### src/rtl/pidm_pkg.sv
// ----------------------------------------------------------------------------
// pidm_pkg
// Shared types and constants of the PID motor speed controller.
// ----------------------------------------------------------------------------
`default_nettype none

package pidm_pkg;

  // Field widths
  localparam int SPEED_W = 16;
  localparam int GAIN_W  = 16;
  localparam int LIMIT_W = 16;
  localparam int ERR_W   = SPEED_W + 1;   // target - measured
  localparam int DELTA_W = ERR_W + 1;     // err - previous err
  localparam int PKP_W   = GAIN_W + 1 + ERR_W;
  localparam int PKD_W   = GAIN_W + 1 + DELTA_W;
  localparam int ACC_W   = PKD_W + 1;     // sum of the three terms
  localparam int DRIVE_W = LIMIT_W + 1;
  localparam int PINS_W  = 2;
  localparam int CFG_IDX_W = 3;

  // Configuration register indexes
  localparam logic [CFG_IDX_W-1:0] REG_KP_GAIN      = 3'd0;
  localparam logic [CFG_IDX_W-1:0] REG_KI_GAIN      = 3'd1;
  localparam logic [CFG_IDX_W-1:0] REG_KD_GAIN      = 3'd2;
  localparam logic [CFG_IDX_W-1:0] REG_SUM_LIMIT    = 3'd3;
  localparam logic [CFG_IDX_W-1:0] REG_OUTPUT_LIMIT = 3'd4;

  // Register reset values
  localparam logic [GAIN_W-1:0]  KP_RESET    = 16'd24576;
  localparam logic [GAIN_W-1:0]  KI_RESET    = 16'd492;
  localparam logic [GAIN_W-1:0]  KD_RESET    = 16'd6554;
  localparam logic [LIMIT_W-1:0] SUM_LIM_RESET = 16'd10000;
  localparam logic [LIMIT_W-1:0] OUT_LIM_RESET = 16'd10000;

  // H-bridge pin codes
  localparam logic [PINS_W-1:0] PINS_COAST = 2'd0;
  localparam logic [PINS_W-1:0] PINS_DIR1  = 2'd1;
  localparam logic [PINS_W-1:0] PINS_DIR2  = 2'd2;

  // Per-channel controller state
  typedef struct packed {
    logic signed [ERR_W-1:0] esum;
    logic signed [ERR_W-1:0] perr;
  } state_t;

  // Item after the error subtract
  typedef struct packed {
    logic                    ch;
    logic                    tz;    // target is zero
    logic signed [ERR_W-1:0] err;
  } item_t;

endpackage

`default_nettype wire

### src/rtl/pidm_state_mem.sv
// ----------------------------------------------------------------------------
// pidm_state_mem
// Per-channel state memory, one read and one write port, registered read,
// with forwarding of the most recent write.
// ----------------------------------------------------------------------------
`default_nettype none

module pidm_state_mem
  import pidm_pkg::*;
#(
  parameter int CHANNELS = 2,
  parameter int IDX_W    = 1
) (
  input  wire logic             clk,
  input  wire logic             rst_n,
  input  wire logic             rd_en,
  input  wire logic [IDX_W-1:0] rd_idx,
  output state_t                rd_data,
  input  wire logic             wr_en,
  input  wire logic [IDX_W-1:0] wr_idx,
  input  state_t                wr_data
);

  state_t             mem [CHANNELS];
  logic [CHANNELS-1:0] vld_r;
  state_t             rd_data_r;
  logic               rd_vld_r;
  logic [IDX_W-1:0]   rd_idx_r;
  logic               fwd_v_r;
  logic [IDX_W-1:0]   fwd_idx_r;
  state_t             fwd_data_r;

  // Write port
  always_ff @(posedge clk) begin
    if (wr_en) begin
      mem[wr_idx] <= wr_data;
    end
  end

  // Read port
  always_ff @(posedge clk) begin
    if (rd_en) begin
      rd_data_r <= mem[rd_idx];
      rd_idx_r  <= rd_idx;
    end
  end

  // Entry valid bits; an entry never written reads as zero
  always_ff @(posedge clk) begin
    if (!rst_n) begin
      vld_r    <= '0;
      rd_vld_r <= 1'b0;
    end else begin
      if (wr_en) begin
        vld_r[wr_idx] <= 1'b1;
      end
      if (rd_en) begin
        rd_vld_r <= vld_r[rd_idx];
      end
    end
  end

  // Hold the latest write for a read that raced it
  always_ff @(posedge clk) begin
    if (!rst_n) begin
      fwd_v_r <= 1'b0;
    end else if (wr_en) begin
      fwd_v_r <= 1'b1;
    end
  end

  always_ff @(posedge clk) begin
    if (wr_en) begin
      fwd_idx_r  <= wr_idx;
      fwd_data_r <= wr_data;
    end
  end

  // Select forwarded, stored or reset value
  always_comb begin
    if (fwd_v_r && (fwd_idx_r == rd_idx_r)) begin
      rd_data = fwd_data_r;
    end else if (rd_vld_r) begin
      rd_data = rd_data_r;
    end else begin
      rd_data = '0;
    end
  end

endmodule

`default_nettype wire

### config.mk
export PLATFORM = sky130hd
export DESIGN_NAME = pidm_state_mem
export DESIGN_NICKNAME = d
export VERILOG_FILES = /design/src/rtl/pidm_pkg.sv /design/src/rtl/pidm_state_mem.sv
export SDC_FILE = /design/constraint.sdc
export NUM_CORES = 1
export LEC_CHECK = 0
export BUFFER_PORTS_ARGS = -buffer_cell sky130_fd_sc_hd__buf_2
export CAP_MARGIN = 25
export CORE_UTILIZATION = 42
export CTS_CLUSTER_DIAMETER = 60
export DETAILED_ROUTE_END_ITERATION = 12
export PLACE_DENSITY = 0.6
export SLEW_MARGIN = 5
export SYNTH_ARGS = -nofsm -noshare
export SYNTH_HDL_FRONTEND = slang
export SYNTH_SLANG_ARGS = --single-unit
### constraint.sdc
create_clock -name clk -period 2.6 [get_ports clk]
set_input_delay 0.13 -clock clk [delete_from_list [all_inputs] [get_ports clk]]
set_output_delay 0.13 -clock clk [all_outputs]
set_load 0.005 [all_outputs]
==> run_summary.xml <==
<?xml version="1.0" encoding="UTF-8"?>
<metrics>
  <group name="clock_tree">
    <metric name="buffer_type_at_the_clock_tree_root" unit="">clkbuf_16</metric>
    <metric name="htree_num_levels" unit="">4</metric>
    <metric name="numCtsBuffers" unit="">17</metric>
    <metric name="cts_tree" unit="">yes</metric>
    <metric name="tritoncts_num_sinks" unit="">142</metric>
    <metric name="clock_latency_reported_for_the_late_side_of_the_worst_skew_pair" unit="ns">0.42</metric>
    <metric name="clk_pin_slew" unit="ns">0.06</metric>
    <metric name="clock_path_buffers" unit="">2</metric>
    <metric name="setup_fix_buffers_added_after_clock_tree_synthesis" unit="">0</metric>
  </group>
  <group name="sta">
    <metric name="rsz_0062_raised_after_global_routing" unit="">no</metric>
    <metric name="timing.final.hold_violations" unit="">0</metric>
    <metric name="fin_skew" unit="ns">0.00572</metric>
    <metric name="actual_transition_at_the_worst_max_transition_pin" unit="ns">0.947</metric>
    <metric name="finalCritPeriodShare" unit="">0.822</metric>
    <metric name="totalNegativeSetupSlack" unit="ns">0</metric>
    <metric name="timing_limited_maximum_frequency" unit="MHz">468</metric>
    <metric name="final_report_max_slew_violation_count" unit="">0</metric>
    <metric name="tightest_slew_margin_relative_to_the_limit" unit="">0.368</metric>
    <metric name="layout_min_cycle_time" unit="ns">2.14</metric>
    <metric name="fin_hold_ws" unit="ns">0.133</metric>
    <metric name="timing.final.setup_violations" unit="">0</metric>
  </group>
  <group name="synth">
    <metric name="synth_async_sr_flop_share" unit="">0</metric>
    <metric name="synth.cell_area" unit="mm2">0.00536</metric>
    <metric name="syn_avg_cell_area" unit="um2">17.9</metric>
    <metric name="synth_top_flop_cell" unit="">edfxtp_1</metric>
    <metric name="yosysWarningCount" unit="">0</metric>
    <metric name="synth_enable_flop_cells" unit="">138</metric>
    <metric name="synth.most_common_cell" unit="">edfxtp_1</metric>
    <metric name="flip_flop_and_latch_count_after_synthesis" unit="">142</metric>
    <metric name="synth.largest_area_cell" unit="">edfxtp_1</metric>
    <metric name="synth.area.top_cells" unit="">edfxtp_1 77%, mux2_2 7.1%, mux2i_1 6.5%</metric>
    <metric name="synth.distinct_cells" unit="">17</metric>
    <metric name="postSynthCellCount" unit="">299</metric>
    <metric name="synth_largest_type_area_fraction" unit="">0.773</metric>
    <metric name="synthesis.nets" unit="">339</metric>
    <metric name="synth-seq-area-share" unit="">0.788</metric>
    <metric name="synth_common_cells" unit="">138 x edfxtp_1, 35 x mux2i_1, 34 x inv_1, 34 x mux2_2, 34 x nand2_1</metric>
  </group>
  <group name="floorplan">
    <metric name="row_count" unit="">40</metric>
    <metric name="die_height" unit="um">115</metric>
    <metric name="floorplan.core_area" unit="mm2">0.0122</metric>
    <metric name="initial_core_util" unit="">0.439</metric>
    <metric name="pin_count" unit="">74</metric>
    <metric name="die-width" unit="um">115</metric>
    <metric name="overall_die_area" unit="mm2">0.0132</metric>
  </group>
  <group name="routing">
    <metric name="via_per_inst" unit="">4.63</metric>
    <metric name="routedWlPerCell" unit="um">15.4</metric>
    <metric name="drt_first_iter_violations" unit="">134</metric>
    <metric name="drc" unit="">0</metric>
    <metric name="via_count" unit="">2786</metric>
    <metric name="final_antenna_net_count" unit="">0</metric>
    <metric name="detailedRoute.firstPassIterationCount" unit="">4</metric>
    <metric name="total_wire_length" unit="um">9290</metric>
  </group>
  <group name="outcome">
    <metric name="run_status" unit="">finished clean</metric>
  </group>
  <group name="flow_run">
    <metric name="max_cap_violations" unit="">0</metric>
  </group>
  <group name="finish">
    <metric name="drive_gt1_frac" unit="">0.341</metric>
    <metric name="area_growth" unit="%">30.2</metric>
    <metric name="final_layout_fill_cell_count" unit="">1003</metric>
    <metric name="insertedDiodeCount" unit="">0</metric>
    <metric name="final_nets" unit="">461</metric>
  </group>
  <group name="grt">
    <metric name="grtUsageMet1" unit="">0.184</metric>
    <metric name="largest_net_degree_at_the_start_of_global_routing" unit="">38</metric>
    <metric name="grt_first_pass_wirelength" unit="um">14400</metric>
    <metric name="top_usage_layer" unit="">met2</metric>
    <metric name="grt_overflow" unit="">0</metric>
    <metric name="globalRouteTotalUtil" unit="">0.154</metric>
    <metric name="number_of_global_route_vias_before_repair" unit="">2812</metric>
    <metric name="grt_antenna_before_repair" unit="">0</metric>
    <metric name="global_route.usage.met3" unit="">0.0559</metric>
    <metric name="gr-usage-met2" unit="">0.253</metric>
  </group>
  <group name="setup_path">
    <metric name="path_cells" unit="">xnor2_2 -&gt; nand2_4 -&gt; mux2i_1 -&gt; buf_2</metric>
    <metric name="crit_path_max_fanout" unit="">34</metric>
    <metric name="critPathRequiredTime" unit="ns">2.47</metric>
    <metric name="timing.critical_path.to_type" unit="">output pin</metric>
    <metric name="critPathArrivalTime" unit="ns">2.01</metric>
    <metric name="setup.worst_path.class" unit="">register to output pin</metric>
    <metric name="setup.worst_path.start_class" unit="">register</metric>
    <metric name="max_stage_delay" unit="ns">0.51</metric>
    <metric name="worst_path_max_delay_cell" unit="">nand2_4</metric>
  </group>
  <group name="power">
    <metric name="post_layout_power" unit="mW">5.95</metric>
    <metric name="p_leak" unit="nW">2.90</metric>
    <metric name="powerDensity" unit="mW/mm2">852</metric>
    <metric name="ir_drop" unit="mV">0.442</metric>
  </group>
  <group name="hold_path">
    <metric name="timing.hold.worst.class" unit="">input pin to register</metric>
  </group>
  <group name="placement">
    <metric name="gp_congestion" unit="">0.679</metric>
    <metric name="io_buffer_count" unit="">73</metric>
    <metric name="detailedPlacementHpwl" unit="um">5180</metric>
  </group>
</metrics>
==> logic make-up after synthesis <==
family	share of synthesized area
AOI/OAI and AO/OA	0.00607
xor gates and xnor gates	0.00304
buffers and inverters	0.0374
DFF	0.788
muxes	0.137
and+or+nand+nor	0.0283
==> registers in the layout, indices dropped and copies added, names as in the netlist <==
signal	cells
fwd_v_r	1
fwd_idx_r	1
rd_vld_r	1
fwd_data_r	34
mem	68
rd_data_r	34
vld_r	2
rd_idx_r	1
==> path summary, 6_finish.rpt <==
kind / start / end / slack (ns) / cells after the start
min reg2reg: vld_r[1] / vld_r[1] / 0.47 / 1
min: wr_en / fwd_data_r[17] / 0.13 / 1
max: rd_idx_r / rd_data[18] / 0.46 / 4
max reg2reg: rd_vld_r / rd_vld_r / 1.38 / 2
==> power breakdown <==
group | internal (mW) | total [mW] | switching [mW]
clock network | 1.94 | 2.82 | 0.882
registers | 2.70 | 2.75 | 0.0511
logic | 0.189 | 0.372 | 0.183
total | 4.83 | 5.95 | 1.12
==> cell usage in the layout, fill, tap and decap left out <==
cell type      instances
clkbuf_8               2
and2_2                 1
nand2_4                1
clkbuf_1               1
clkbuf_16             17
edfxtp_1             138
xnor2_2                1
dfxtp_1                3
dlygate4sd3_1         36
dfxtp_2                1
mux2i_1               35
nand2_1               34
o21a_1                 3
a21oi_1                1
nor2b_4                1
buf_4                  4
mux2_2                34
inv_1                 34
buf_12                 1
buf_2                 73
bufinv_16              7
clkinv_4               1
clkinv_2               4
o21ai_0                1
==> final cells by class <==
class,count,area (um2),share of cell area
clock inverter,12,239,0.0343
sequential,142,4230,0.606
multi-input combinational,112,942,0.135
inverter,34,128,0.0183
tap,168,210,0.0301
clock buffer,20,457,0.0655
timing repair buffer,114,776,0.111
==> per-stage QoR <==
stage | setup slack, ns | std cells | instance area [um2] | utilization
final | 0.463 | 602 | 6980 | 0.571
after global routing | 0.351 | 602 | 6980 | 0.571
after CTS | 0.409 | 602 | 6980 | 0.571
after detailed placement | 0.860 | 534 | 5920 | 0.485
after global placement | 0.895 | 534 | 5920 | 0.485
after floorplan | 0.465 | 299 | 5360 | -
==> critical path, delay by kind of cell, from the launching register on <==
family	cells	cell delay, ns
flip-flops	1	0.40
AND/OR/NAND/NOR	1	0.51
multiplexers	1	0.33
buffers and inverters	1	0.16
XOR/XNOR	1	0.17
==> metal layers <==
layer | wire length [um] | vias up
met2 | 4650 | 66
met4 | 136 | 0
li1 | - | 1330
met5 | 0 | -
met3 | 385 | 16
met1 | 4120 | 1374
==> timing repair <==
| item | 4_1_cts | 5_1_grt |
|---|---|---|
| endpoints found under the hold margin | 107 | 0 |
| resized for setup | 0 | 0 |
| hold buffers | 36 | 0 |
No activity file was read; power rests on OpenSTA's default activity.
