===== src/rtl/pidm_pkg.sv =====
// ----------------------------------------------------------------------------
// pidm_pkg
// Shared types and constants of the PID motor speed controller.
// ----------------------------------------------------------------------------
`default_nettype none

package pidm_pkg;

  // Field widths
  localparam int SPEED_W = 16;
  localparam int GAIN_W  = 16;
  localparam int LIMIT_W = 16;
  localparam int ERR_W   = SPEED_W + 1;   // target - measured
  localparam int DELTA_W = ERR_W + 1;     // err - previous err
  localparam int PKP_W   = GAIN_W + 1 + ERR_W;
  localparam int PKD_W   = GAIN_W + 1 + DELTA_W;
  localparam int ACC_W   = PKD_W + 1;     // sum of the three terms
  localparam int DRIVE_W = LIMIT_W + 1;
  localparam int PINS_W  = 2;
  localparam int CFG_IDX_W = 3;

  // Configuration register indexes
  localparam logic [CFG_IDX_W-1:0] REG_KP_GAIN      = 3'd0;
  localparam logic [CFG_IDX_W-1:0] REG_KI_GAIN      = 3'd1;
  localparam logic [CFG_IDX_W-1:0] REG_KD_GAIN      = 3'd2;
  localparam logic [CFG_IDX_W-1:0] REG_SUM_LIMIT    = 3'd3;
  localparam logic [CFG_IDX_W-1:0] REG_OUTPUT_LIMIT = 3'd4;

  // Register reset values
  localparam logic [GAIN_W-1:0]  KP_RESET    = 16'd24576;
  localparam logic [GAIN_W-1:0]  KI_RESET    = 16'd492;
  localparam logic [GAIN_W-1:0]  KD_RESET    = 16'd6554;
  localparam logic [LIMIT_W-1:0] SUM_LIM_RESET = 16'd10000;
  localparam logic [LIMIT_W-1:0] OUT_LIM_RESET = 16'd10000;

  // H-bridge pin codes
  localparam logic [PINS_W-1:0] PINS_COAST = 2'd0;
  localparam logic [PINS_W-1:0] PINS_DIR1  = 2'd1;
  localparam logic [PINS_W-1:0] PINS_DIR2  = 2'd2;

  // Per-channel controller state
  typedef struct packed {
    logic signed [ERR_W-1:0] esum;
    logic signed [ERR_W-1:0] perr;
  } state_t;

  // Item after the error subtract
  typedef struct packed {
    logic                    ch;
    logic                    tz;    // target is zero
    logic signed [ERR_W-1:0] err;
  } item_t;

endpackage

`default_nettype wire


===== src/rtl/pidm_update.sv =====
// ----------------------------------------------------------------------------
// pidm_update
// Integral update: clamps the new error sum, forms the error change and
// builds the state written back for the channel.
// ----------------------------------------------------------------------------
`default_nettype none

module pidm_update
  import pidm_pkg::*;
(
  input  item_t                       item,
  input  state_t                      st,
  input  wire logic [LIMIT_W-1:0]     sum_limit,
  output logic signed [ERR_W-1:0]     sum,
  output logic signed [DELTA_W-1:0]   delta,
  output state_t                      st_new
);

  logic signed [DELTA_W-1:0] sum_raw;
  logic signed [DELTA_W-1:0] lim;

  // Accumulate and clamp symmetrically
  always_comb begin
    sum_raw = DELTA_W'(st.esum) + DELTA_W'(item.err);
    lim     = $signed({2'b00, sum_limit});
    if (sum_raw > lim) begin
      sum = ERR_W'(lim);
    end else if (sum_raw < -lim) begin
      sum = ERR_W'(-lim);
    end else begin
      sum = ERR_W'(sum_raw);
    end
  end

  // Derivative term input
  assign delta = DELTA_W'(item.err) - DELTA_W'(st.perr);

  // Clear the sum on a zero target
  always_comb begin
    st_new.esum = item.tz ? '0 : sum;
    st_new.perr = item.err;
  end

endmodule

`default_nettype wire


===== config.mk =====
export PLATFORM = sky130hd
export DESIGN_NAME = pidm_update
export DESIGN_NICKNAME = d
export VERILOG_FILES = /design/src/rtl/pidm_pkg.sv /design/src/rtl/pidm_update.sv
export SDC_FILE = /design/constraint.sdc
export NUM_CORES = 1
export LEC_CHECK = 0
export ABC_AREA = 1
export BUFFER_PORTS_ARGS = -buffer_cell sky130_fd_sc_hd__buf_2
export CAP_MARGIN = 5
export CORE_ASPECT_RATIO = 1.75
export CORE_UTILIZATION = 35
export DETAILED_ROUTE_END_ITERATION = 10
export SLEW_MARGIN = 20
export SYNTH_ARGS = -nofsm -noshare
export SYNTH_HDL_FRONTEND = slang
export SYNTH_SLANG_ARGS = --single-unit

===== constraint.sdc =====
create_clock -name vclk -period 5
set_clock_uncertainty 0.1 [all_clocks]
set_input_delay 0.5 -clock vclk [all_inputs]
set_output_delay 0.5 -clock vclk [all_outputs]
set_load 0.005 [all_outputs]

==> results of run 1 <==
==> what timing repair did <==
item | CTS | global route
setup endpoints to repair | 0 | 34
buffers inserted | 0 | 2
resized for setup | 0 | 3
==> through the flow <==
step	utilization [%]	std cells	total power, mW
5_1_grt	43.7	838	0.963
3_3_place_gp	43.2	836	0.816
3_5_place_dp	43.2	836	0.832
6_report	43.7	838	0.844
2_1_floorplan	-	596	0.588
4_1_cts	43.2	836	0.835
==> area by class of cell <==
type | count | area (um2) | area share (%)
repair buffers | 142 | 736 | 16.9
multi-input cells | 458 | 3040 | 69.8
well taps | 125 | 156 | 3.59
inverters | 113 | 424 | 9.73
==> logic make-up (layout without fill, tap and decap cells) <==
| kind of cell | count (synthesis) | count (layout) | share of synthesized area (%) |
|---|---|---|---|
| AOI/OAI and AO/OA | 71 | 71 | 11.8 |
| and+or+nand+nor | 282 | 282 | 38.6 |
| adders and majority gates | 67 | 67 | 23.4 |
| xor gates and xnor gates | 38 | 38 | 9.14 |
| buffers and inverters | 138 | 255 | 17.0 |
==> path summary, 6_finish.rpt <==
| path | startpoint | to | slack [ns] | depth (start not counted) |
|---|---|---|---|---|
| worst max-delay path | item[4] | st_new[19] | 0.37 | 24 |
| worst min-delay path | item[0] | st_new[0] | 1.11 | 2 |
==> cell usage in the layout (no fill, tap or decap), drive strengths merged <==
cell	instances
xor2	27
nand4	13
a21o	4
or2	2
a31oi	6
nand2	150
nor3	7
o211ai	2
a211oi	3
nor2	53
buf	142
ha	65
nor4	2
nand3b	2
o21a	1
o21bai	2
a21oi	38
inv	113
xnor2	11
a21boi	3
nand3	53
o21ai	12
fa	2
==> per-layer routing <==
metal	global-route usage, %	share of wire (%)	routed length, um
met5	0	0	0
met4	1.82	0.82	80
met3	0.200	2.8	276
met2	38.2	57	5600
met1	20.0	39	3850
==> critical path, stage by stage <==
cell and delay (ns):
buf_2 0.12, ha_1 0.37, a21oi_1 0.20, nand2_1 0.08
nand2_1 0.11, nand3_2 0.13, nand2_2 0.11, nand2_2 0.07
a21oi_2 0.14, xor2_1 0.28, inv_1 0.14, ha_1 0.40
nand3_1 0.11, nand2_1 0.06, inv_1 0.05, nand2_1 0.05
nor2_2 0.15, nand3_4 0.26, nand2_8 0.25, nand2_1 0.07
nand3_1 0.08, nand2_1 0.08, nor2_1 0.09, buf_2 0.12
==> power groups by stage <==
stage                     logic, mW  clock network [mW]  registers, mW
after global placement        0.816                   0              0
after floorplan               0.588                   0              0
after detailed placement      0.832                   0              0
after CTS                     0.835                   0              0
final                         0.844                   0              0
after global routing          0.963                   0              0
==> impl_metrics.json, run 1 <==
{
  "max_freq_ghz": 0.216,
  "worstSetupPathType": "input port to output pin",
  "fillers": 1116,
  "synth_top_area_share_pct": 22.3,
  "syn_to_final_growth_pct": 19.7,
  "syn_avg_cell_area_um2": 6.11,
  "place.gp.congestion": 0.837,
  "end_kind": "output pin",
  "io_pins": 138,
  "rows": 48,
  "ir_worst_vdd_mv": 0.0671,
  "ys_types": 39,
  "drt_iter0_markers": 139,
  "slew_headroom_pct": 69.2,
  "p_clk_share_pct": 0,
  "setup_viol": 0,
  "finalWorstPathRequiredPeriod_ns": 4.63,
  "via_count": 4037,
  "power.internal_uw": 353,
  "portBuffers": 137,
  "core_area_um2": 9970,
  "initial_core_util_pct": 36.5,
  "crit_fanout": 18,
  "drt_wl_total_um": 9800,
  "layout.nets": 851,
  "pwr-share-seq_pct": 0,
  "whs_ns": 1.11,
  "syn_area_um2": 3640,
  "grt_pass1_wl_um": 16400,
  "die_w_um": 79.1,
  "crit_path_start_kind": "input port",
  "layout-drive-gt1-share_pct": 31.1,
  "crit_required_ns": 4.40,
  "p_leak_nw": 2.65,
  "tightest_slew_ns": 0.462,
  "drtAntennaViolNets": 0,
  "ys_top_cells_by_area": "ha_1 22%, nand2_1 12%, inv_1 11%, xor2_1 6.5%, nand2_2 5.7%",
  "p_sw_uw": 491,
  "die_area_um2": 10800,
  "grt_max_degree": 19,
  "drc": 0,
  "grt_overflow": 0,
  "grt_pass1_vias": 3851,
  "dpl-instance-area_um2": 4310,
  "drtPass1Iterations": 4,
  "antenna_found_initial": 0,
  "ys_warn_count": 0,
  "drv_cap": 0,
  "arrival_ns": 4.03,
  "grt_usage_pct": 18.1,
  "viasPerCell": 4.82,
  "hp-class": "input port to output pin",
  "syn_nets": 732,
  "place_ws_ns": 0.289,
  "yosysSeqAreaShare_pct": 0,
  "p_comb_share_pct": 100.0,
  "synth_most_common_cell": "nand2_1",
  "die_h_um": 137,
  "regArea_um2": 0,
  "hold_viol": 0,
  "synthTopCellsByCount": "115 x nand2_1, 106 x inv_1, 65 x ha_1, 40 x nand3_1, 40 x nor2_1",
  "status": "finished, final reports clean",
  "hold_buffers": 0,
  "synthCells": 596,
  "tns_ns": 0,
  "worst_slack_ns": 0.373,
  "wl_per_cell_um": 11.7,
  "slew_viol_final": 0,
  "fin_crit_sh_pct": 92.5,
  "final_area_um2": 4360,
  "sw_frac_of_total_pct": 58.2,
  "rsz0062_at_grt": "false",
  "power.density_nw_per_um2": 194,
  "nFlopsAndLatches": 0,
  "diodes": 0,
  "synth_largest_area_cell": "ha_1",
  "n_clock_buffer": 0,
  "dp_hpwl_um": 8760
}
Note: power is estimated with default switching activity, not from simulation.
==> inputs of run 2 (changes only) <==
==> constraint.sdc (replaced) <==
create_clock -name vclk -period 5.15
set_clock_uncertainty 0.1 [all_clocks]
set_input_delay 0.515 -clock vclk [all_inputs]
set_output_delay 0.515 -clock vclk [all_outputs]
set_load 0.005 [all_outputs]
==> run 2 against run 1 <==
Critical path type unchanged. Flip-flop and latch count stayed put. First-iteration DRC count is 4.3% lower. Worst hold slack better by 0.033 ns. Worst setup slack better by 0.085 ns. Non-clock buffer count is 4 lower. Combinational power is 5.9% lower. Total power is 5.9% lower.
==> impl_metrics.json, run 2 (synthesized netlist as in run 1, its figures left out) <==
{
  "grt_overflow": 0,
  "drtAntennaViolNets": 0,
  "worstSetupPathType": "input port to output pin",
  "status": "finished, final reports clean",
  "die_h_um": 137,
  "arrival_ns": 4.08,
  "drtPass1Iterations": 4,
  "layout.cells.non_filler": 834,
  "rsz0062_at_grt": "false",
  "n_clock_buffer": 0,
  "met2WireLength_um": 5400,
  "antenna_found_initial": 0,
  "initial_core_util_pct": 36.5,
  "multiInputGateArea_um2": 3030,
  "layout.nets": 847,
  "p_leak_nw": 2.61,
  "power.density_nw_per_um2": 185,
  "grt_pass1_vias": 3770,
  "via_count": 4031,
  "regArea_um2": 0,
  "tightest_slew_ns": 0.548,
  "grt_pass1_wl_um": 15800,
  "nFlopsAndLatches": 0,
  "slew_viol_final": 0,
  "post_cts_buffers": 0,
  "place_inst": 834,
  "grt_usage_pct": 17.4,
  "end_kind": "output pin",
  "drc": 0,
  "diodes": 0,
  "wl_per_cell_um": 11.6,
  "worstSetupEndpoint": "st_new[24]",
  "slew_headroom_pct": 63.4,
  "place.gp.congestion": 0.845,
  "layout-drive-gt1-share_pct": 30.5,
  "die_area_um2": 10800,
  "met3_length_um": 278,
  "max_freq_ghz": 0.213,
  "viasPerCell": 4.83,
  "rows": 48,
  "hold_buffers": 0,
  "crit_required_ns": 4.53,
  "crit_path_start_kind": "input port",
  "dp_hpwl_um": 8630,
  "core_area_um2": 9970,
  "drv_cap": 0,
  "grt_max_degree": 19,
  "ir_worst_vdd_mv": 0.0657,
  "io_pins": 138,
  "syn_to_final_growth_pct": 18.2,
  "finalWorstPathRequiredPeriod_ns": 4.69,
  "crit_fanout": 18,
  "layout_common_cells": "137 x buf_2, 115 x nand2_1, 106 x inv_1",
  "tns_ns": 0,
  "hp-class": "input port to output pin",
  "cts_resized": 0,
  "fin_crit_sh_pct": 91.1,
  "fillers": 1152,
  "wl_met1_um": 3880,
  "critPathLaunch": "item[4]",
  "setup_viol": 0,
  "min_path_cells": 2,
  "die_w_um": 79.1,
  "portBuffers": 137,
  "highest-signal-layer": "met4",
  "drt_wl_total_um": 9710,
  "layout_commonest_cell": "buf_2",
  "hold_viol": 0,
  "drt_iter0_markers": 133
}
## run 2: cell count changes in the layout (fill, tap and decap cells not counted), sizes merged
cell  before  now
buf      142  138
## run 2: critical path: stages
cell     delay (ns)
buf_2          0.13
ha_1           0.38
a21oi_1        0.19
nand2_1        0.08
nand2_1        0.12
nand3_2        0.13
nand2_2        0.11
nand2_2        0.07
a21oi_2        0.15
xor2_1         0.27
inv_1          0.14
ha_1           0.40
nand3_1        0.12
nand2_1        0.06
inv_1          0.05
nand2_1        0.05
nor2_2         0.15
nand3_4        0.26
nand2_8        0.25
nand2_1        0.08
nand3_1        0.07
nand2_1        0.07
nor2_1         0.09
buf_2          0.12
## run 2: worst min path at each step
stage | startpoint | end | slack (ns)
after global routing | item[11] | st_new[11] | 1.15
after detailed placement | item[0] | st_new[0] | 1.14
after global placement | item[0] | st_new[0] | 1.13
final | item[0] | st_new[0] | 1.14
after CTS | item[0] | st_new[0] | 1.14
after floorplan | item[0] | st_new[0] | 1.01
## run 2: metrics by stage
| stage | total power, mW | hold slack (ns) | utilization, % | worst slack [ns] | instance area, um2 |
|---|---|---|---|---|---|
| 2_1_floorplan | 0.571 | 1.01 | - | 1.24 | 3640 |
| 3_3_place_gp | 0.790 | 1.13 | 43.1 | 0.432 | 4300 |
| 3_5_place_dp | 0.801 | 1.14 | 43.1 | 0.339 | 4300 |
| 4_1_cts | 0.803 | 1.14 | 43.1 | 0.330 | 4300 |
| 5_1_grt | 0.906 | 1.15 | 43.1 | 0.0856 | 4300 |
| 6_report | 0.794 | 1.14 | 43.1 | 0.457 | 4300 |
## run 2: area by class of cell
class | instances | share of cell area (%)
multi-input cells | 458 | 70.4
well taps | 125 | 3.64
repair buffers | 138 | 16.1
inverters | 113 | 9.86
## run 2: per-layer routing
metal	track usage, %	up-vias
li1	-	2136
met1	18.7	1789
met2	36.5	93
met3	0.400	13
met4	3.23	0
met5	0	-
## run 2: report_power, final
| group | leakage (nW) | switching, mW | total, mW | internal (mW) |
|---|---|---|---|---|
| Clock | 0 | 0 | 0 | 0 |
| Combinational | 2.61 | 0.469 | 0.794 | 0.325 |
| Sequential | 0 | 0 | 0 | 0 |
==> inputs of run 3 (changes only) <==
--- a/config.mk
+++ b/config.mk
@@ -8,9 +8,12 @@
 export ABC_AREA = 1
 export BUFFER_PORTS_ARGS = -buffer_cell sky130_fd_sc_hd__buf_2
 export CAP_MARGIN = 5
+export CELL_PAD_IN_SITES_DETAIL_PLACEMENT = 1
+export CELL_PAD_IN_SITES_GLOBAL_PLACEMENT = 1
 export CORE_ASPECT_RATIO = 1.75
 export CORE_UTILIZATION = 35
 export DETAILED_ROUTE_END_ITERATION = 10
+export PLACE_DENSITY_LB_ADDON = 0.1
 export SLEW_MARGIN = 20
 export SYNTH_ARGS = -nofsm -noshare
 export SYNTH_HDL_FRONTEND = slang
==> run 3 against run 2 <==
Utilization is 0.28 points higher. Design area is 0.64% higher. Highest routed layer unchanged. Cell count is 0.24% higher. Global-route usage is 2.6 points higher. Total power is 4.6% higher.
==> impl_metrics.json, run 3 (synthesized netlist as in run 1, its figures left out) <==
{
  "use_met1_pct": 20.7,
  "met3_usage_pct": 1.20,
  "power.density_nw_per_um2": 192,
  "drt_wl_total_um": 11100,
  "slew_viol_final": 0,
  "wl_per_cell_um": 13.3,
  "syn_to_final_growth_pct": 18.9,
  "max_freq_ghz": 0.207,
  "hold_viol": 0,
  "antenna_found_initial": 0,
  "arrival_ns": 4.22,
  "fin_crit_sh_pct": 93.9,
  "drtPass1Iterations": 4,
  "via_count": 4184,
  "drv_cap": 0,
  "rows": 48,
  "die_w_um": 79.1,
  "io_pins": 138,
  "layout-drive-gt1-share_pct": 30.7,
  "end_kind": "output pin",
  "grt_overflow": 0,
  "viasPerCell": 5.00,
  "layout.nets": 849,
  "dp_hpwl_um": 9960,
  "layout_commonest_cell": "buf_2",
  "rsz0062_at_grt": "false",
  "grt-busiest-layer": "met2",
  "regArea_um2": 0,
  "fillers": 1461,
  "tightest_slew_ns": 0.514,
  "grt_use_met2_pct": 43.6,
  "core_area_um2": 9970,
  "hp-class": "input port to output pin",
  "initial_core_util_pct": 36.5,
  "die_area_um2": 10800,
  "p_total_uw": 831,
  "drc": 0,
  "setup_viol": 0,
  "crit_path_start_kind": "input port",
  "grt_pass1_wl_um": 18000,
  "place.gp.congestion": 0.838,
  "final_area_um2": 4330,
  "diodes": 0,
  "multiInputGateArea_um2": 3030,
  "hold_buffers": 0,
  "ir_worst_vdd_mv": 0.0796,
  "nFlopsAndLatches": 0,
  "finalWorstPathRequiredPeriod_ns": 4.84,
  "p_leak_nw": 2.63,
  "status": "finished, final reports clean",
  "grt_usage_pct": 20.0,
  "dpl-instance-area_um2": 4300,
  "worstSetupPathType": "input port to output pin",
  "drtAntennaViolNets": 0,
  "crit_fanout": 18,
  "grt_max_degree": 19,
  "crit_required_ns": 4.53,
  "drt_iter0_markers": 67,
  "tns_ns": 0,
  "layout_common_cells": "137 x buf_2, 115 x nand2_1, 106 x inv_1",
  "die_h_um": 137,
  "n_clock_buffer": 0,
  "portBuffers": 137,
  "slew_headroom_pct": 65.7,
  "grt_pass1_vias": 4164
}
==> run 3: final cells by class <==
cell class / instances / share of cell area [%]
Multi-Input combinational cell: 458 / 69.9
Timing Repair Buffer: 140 / 16.7
Inverter: 113 / 9.80
Tap cell: 125 / 3.61
==> run 3: worst paths after layout <==
kind                     from         end  slack, ns  cells past startpoint
worst max-delay path  item[4]  st_new[23]       0.31                     24
worst min-delay path  item[9]   st_new[9]       1.14                      2
==> run 3: critical path, stage by stage <==
cell     delay (ns)
buf_2          0.12
ha_1           0.37
a21oi_1        0.21
nand2_1        0.10
nand2_1        0.13
nand3_2        0.13
nand2_2        0.11
nand2_2        0.08
a21oi_2        0.16
xor2_1         0.29
inv_1          0.15
ha_1           0.41
nand3_1        0.12
nand2_1        0.05
inv_1          0.05
nand2_1        0.06
nor2_2         0.17
nand3_4        0.28
nand2_8        0.26
nand2_1        0.08
nand3_1        0.07
nand2_1        0.08
nor2_1         0.10
buf_2          0.12
==> run 3: report_power, final <==
group	switching [mW]	total, mW	internal, mW
Combinational	0.492	0.831	0.338
Clock	0	0	0
Sequential	0	0	0
Total	0.492	0.831	0.338
==> run 3: metal layers <==
layer	routed length [um]	part of all wire, %	vias to the layer above
met5	0	0	-
met4	53	0.48	0
met3	427	3.9	4
met2	6380	58	92
met1	4230	38	1954
li1	-	-	2134
==> run 3: timing repair <==
item | 4_1_cts | 5_1_grt
resized for setup | 0 | 1
endpoints found under the setup margin | 0 | 7
setup buffers | 0 | 1
endpoints found under the hold margin | 0 | 0
==> run 3: stage by stage <==
| step | setup WS, ns | util [%] | hold WS, ns | std cells |
|---|---|---|---|---|
| finish | 0.312 | 43.4 | 1.14 | 836 |
| global route | 0.0466 | 43.4 | 1.15 | 836 |
| CTS | 0.331 | 43.2 | 1.14 | 835 |
| detailed placement | 0.330 | 43.2 | 1.14 | 835 |
| global placement | 0.402 | 43.2 | 1.13 | 835 |
| floorplan | 1.24 | - | 1.01 | 596 |
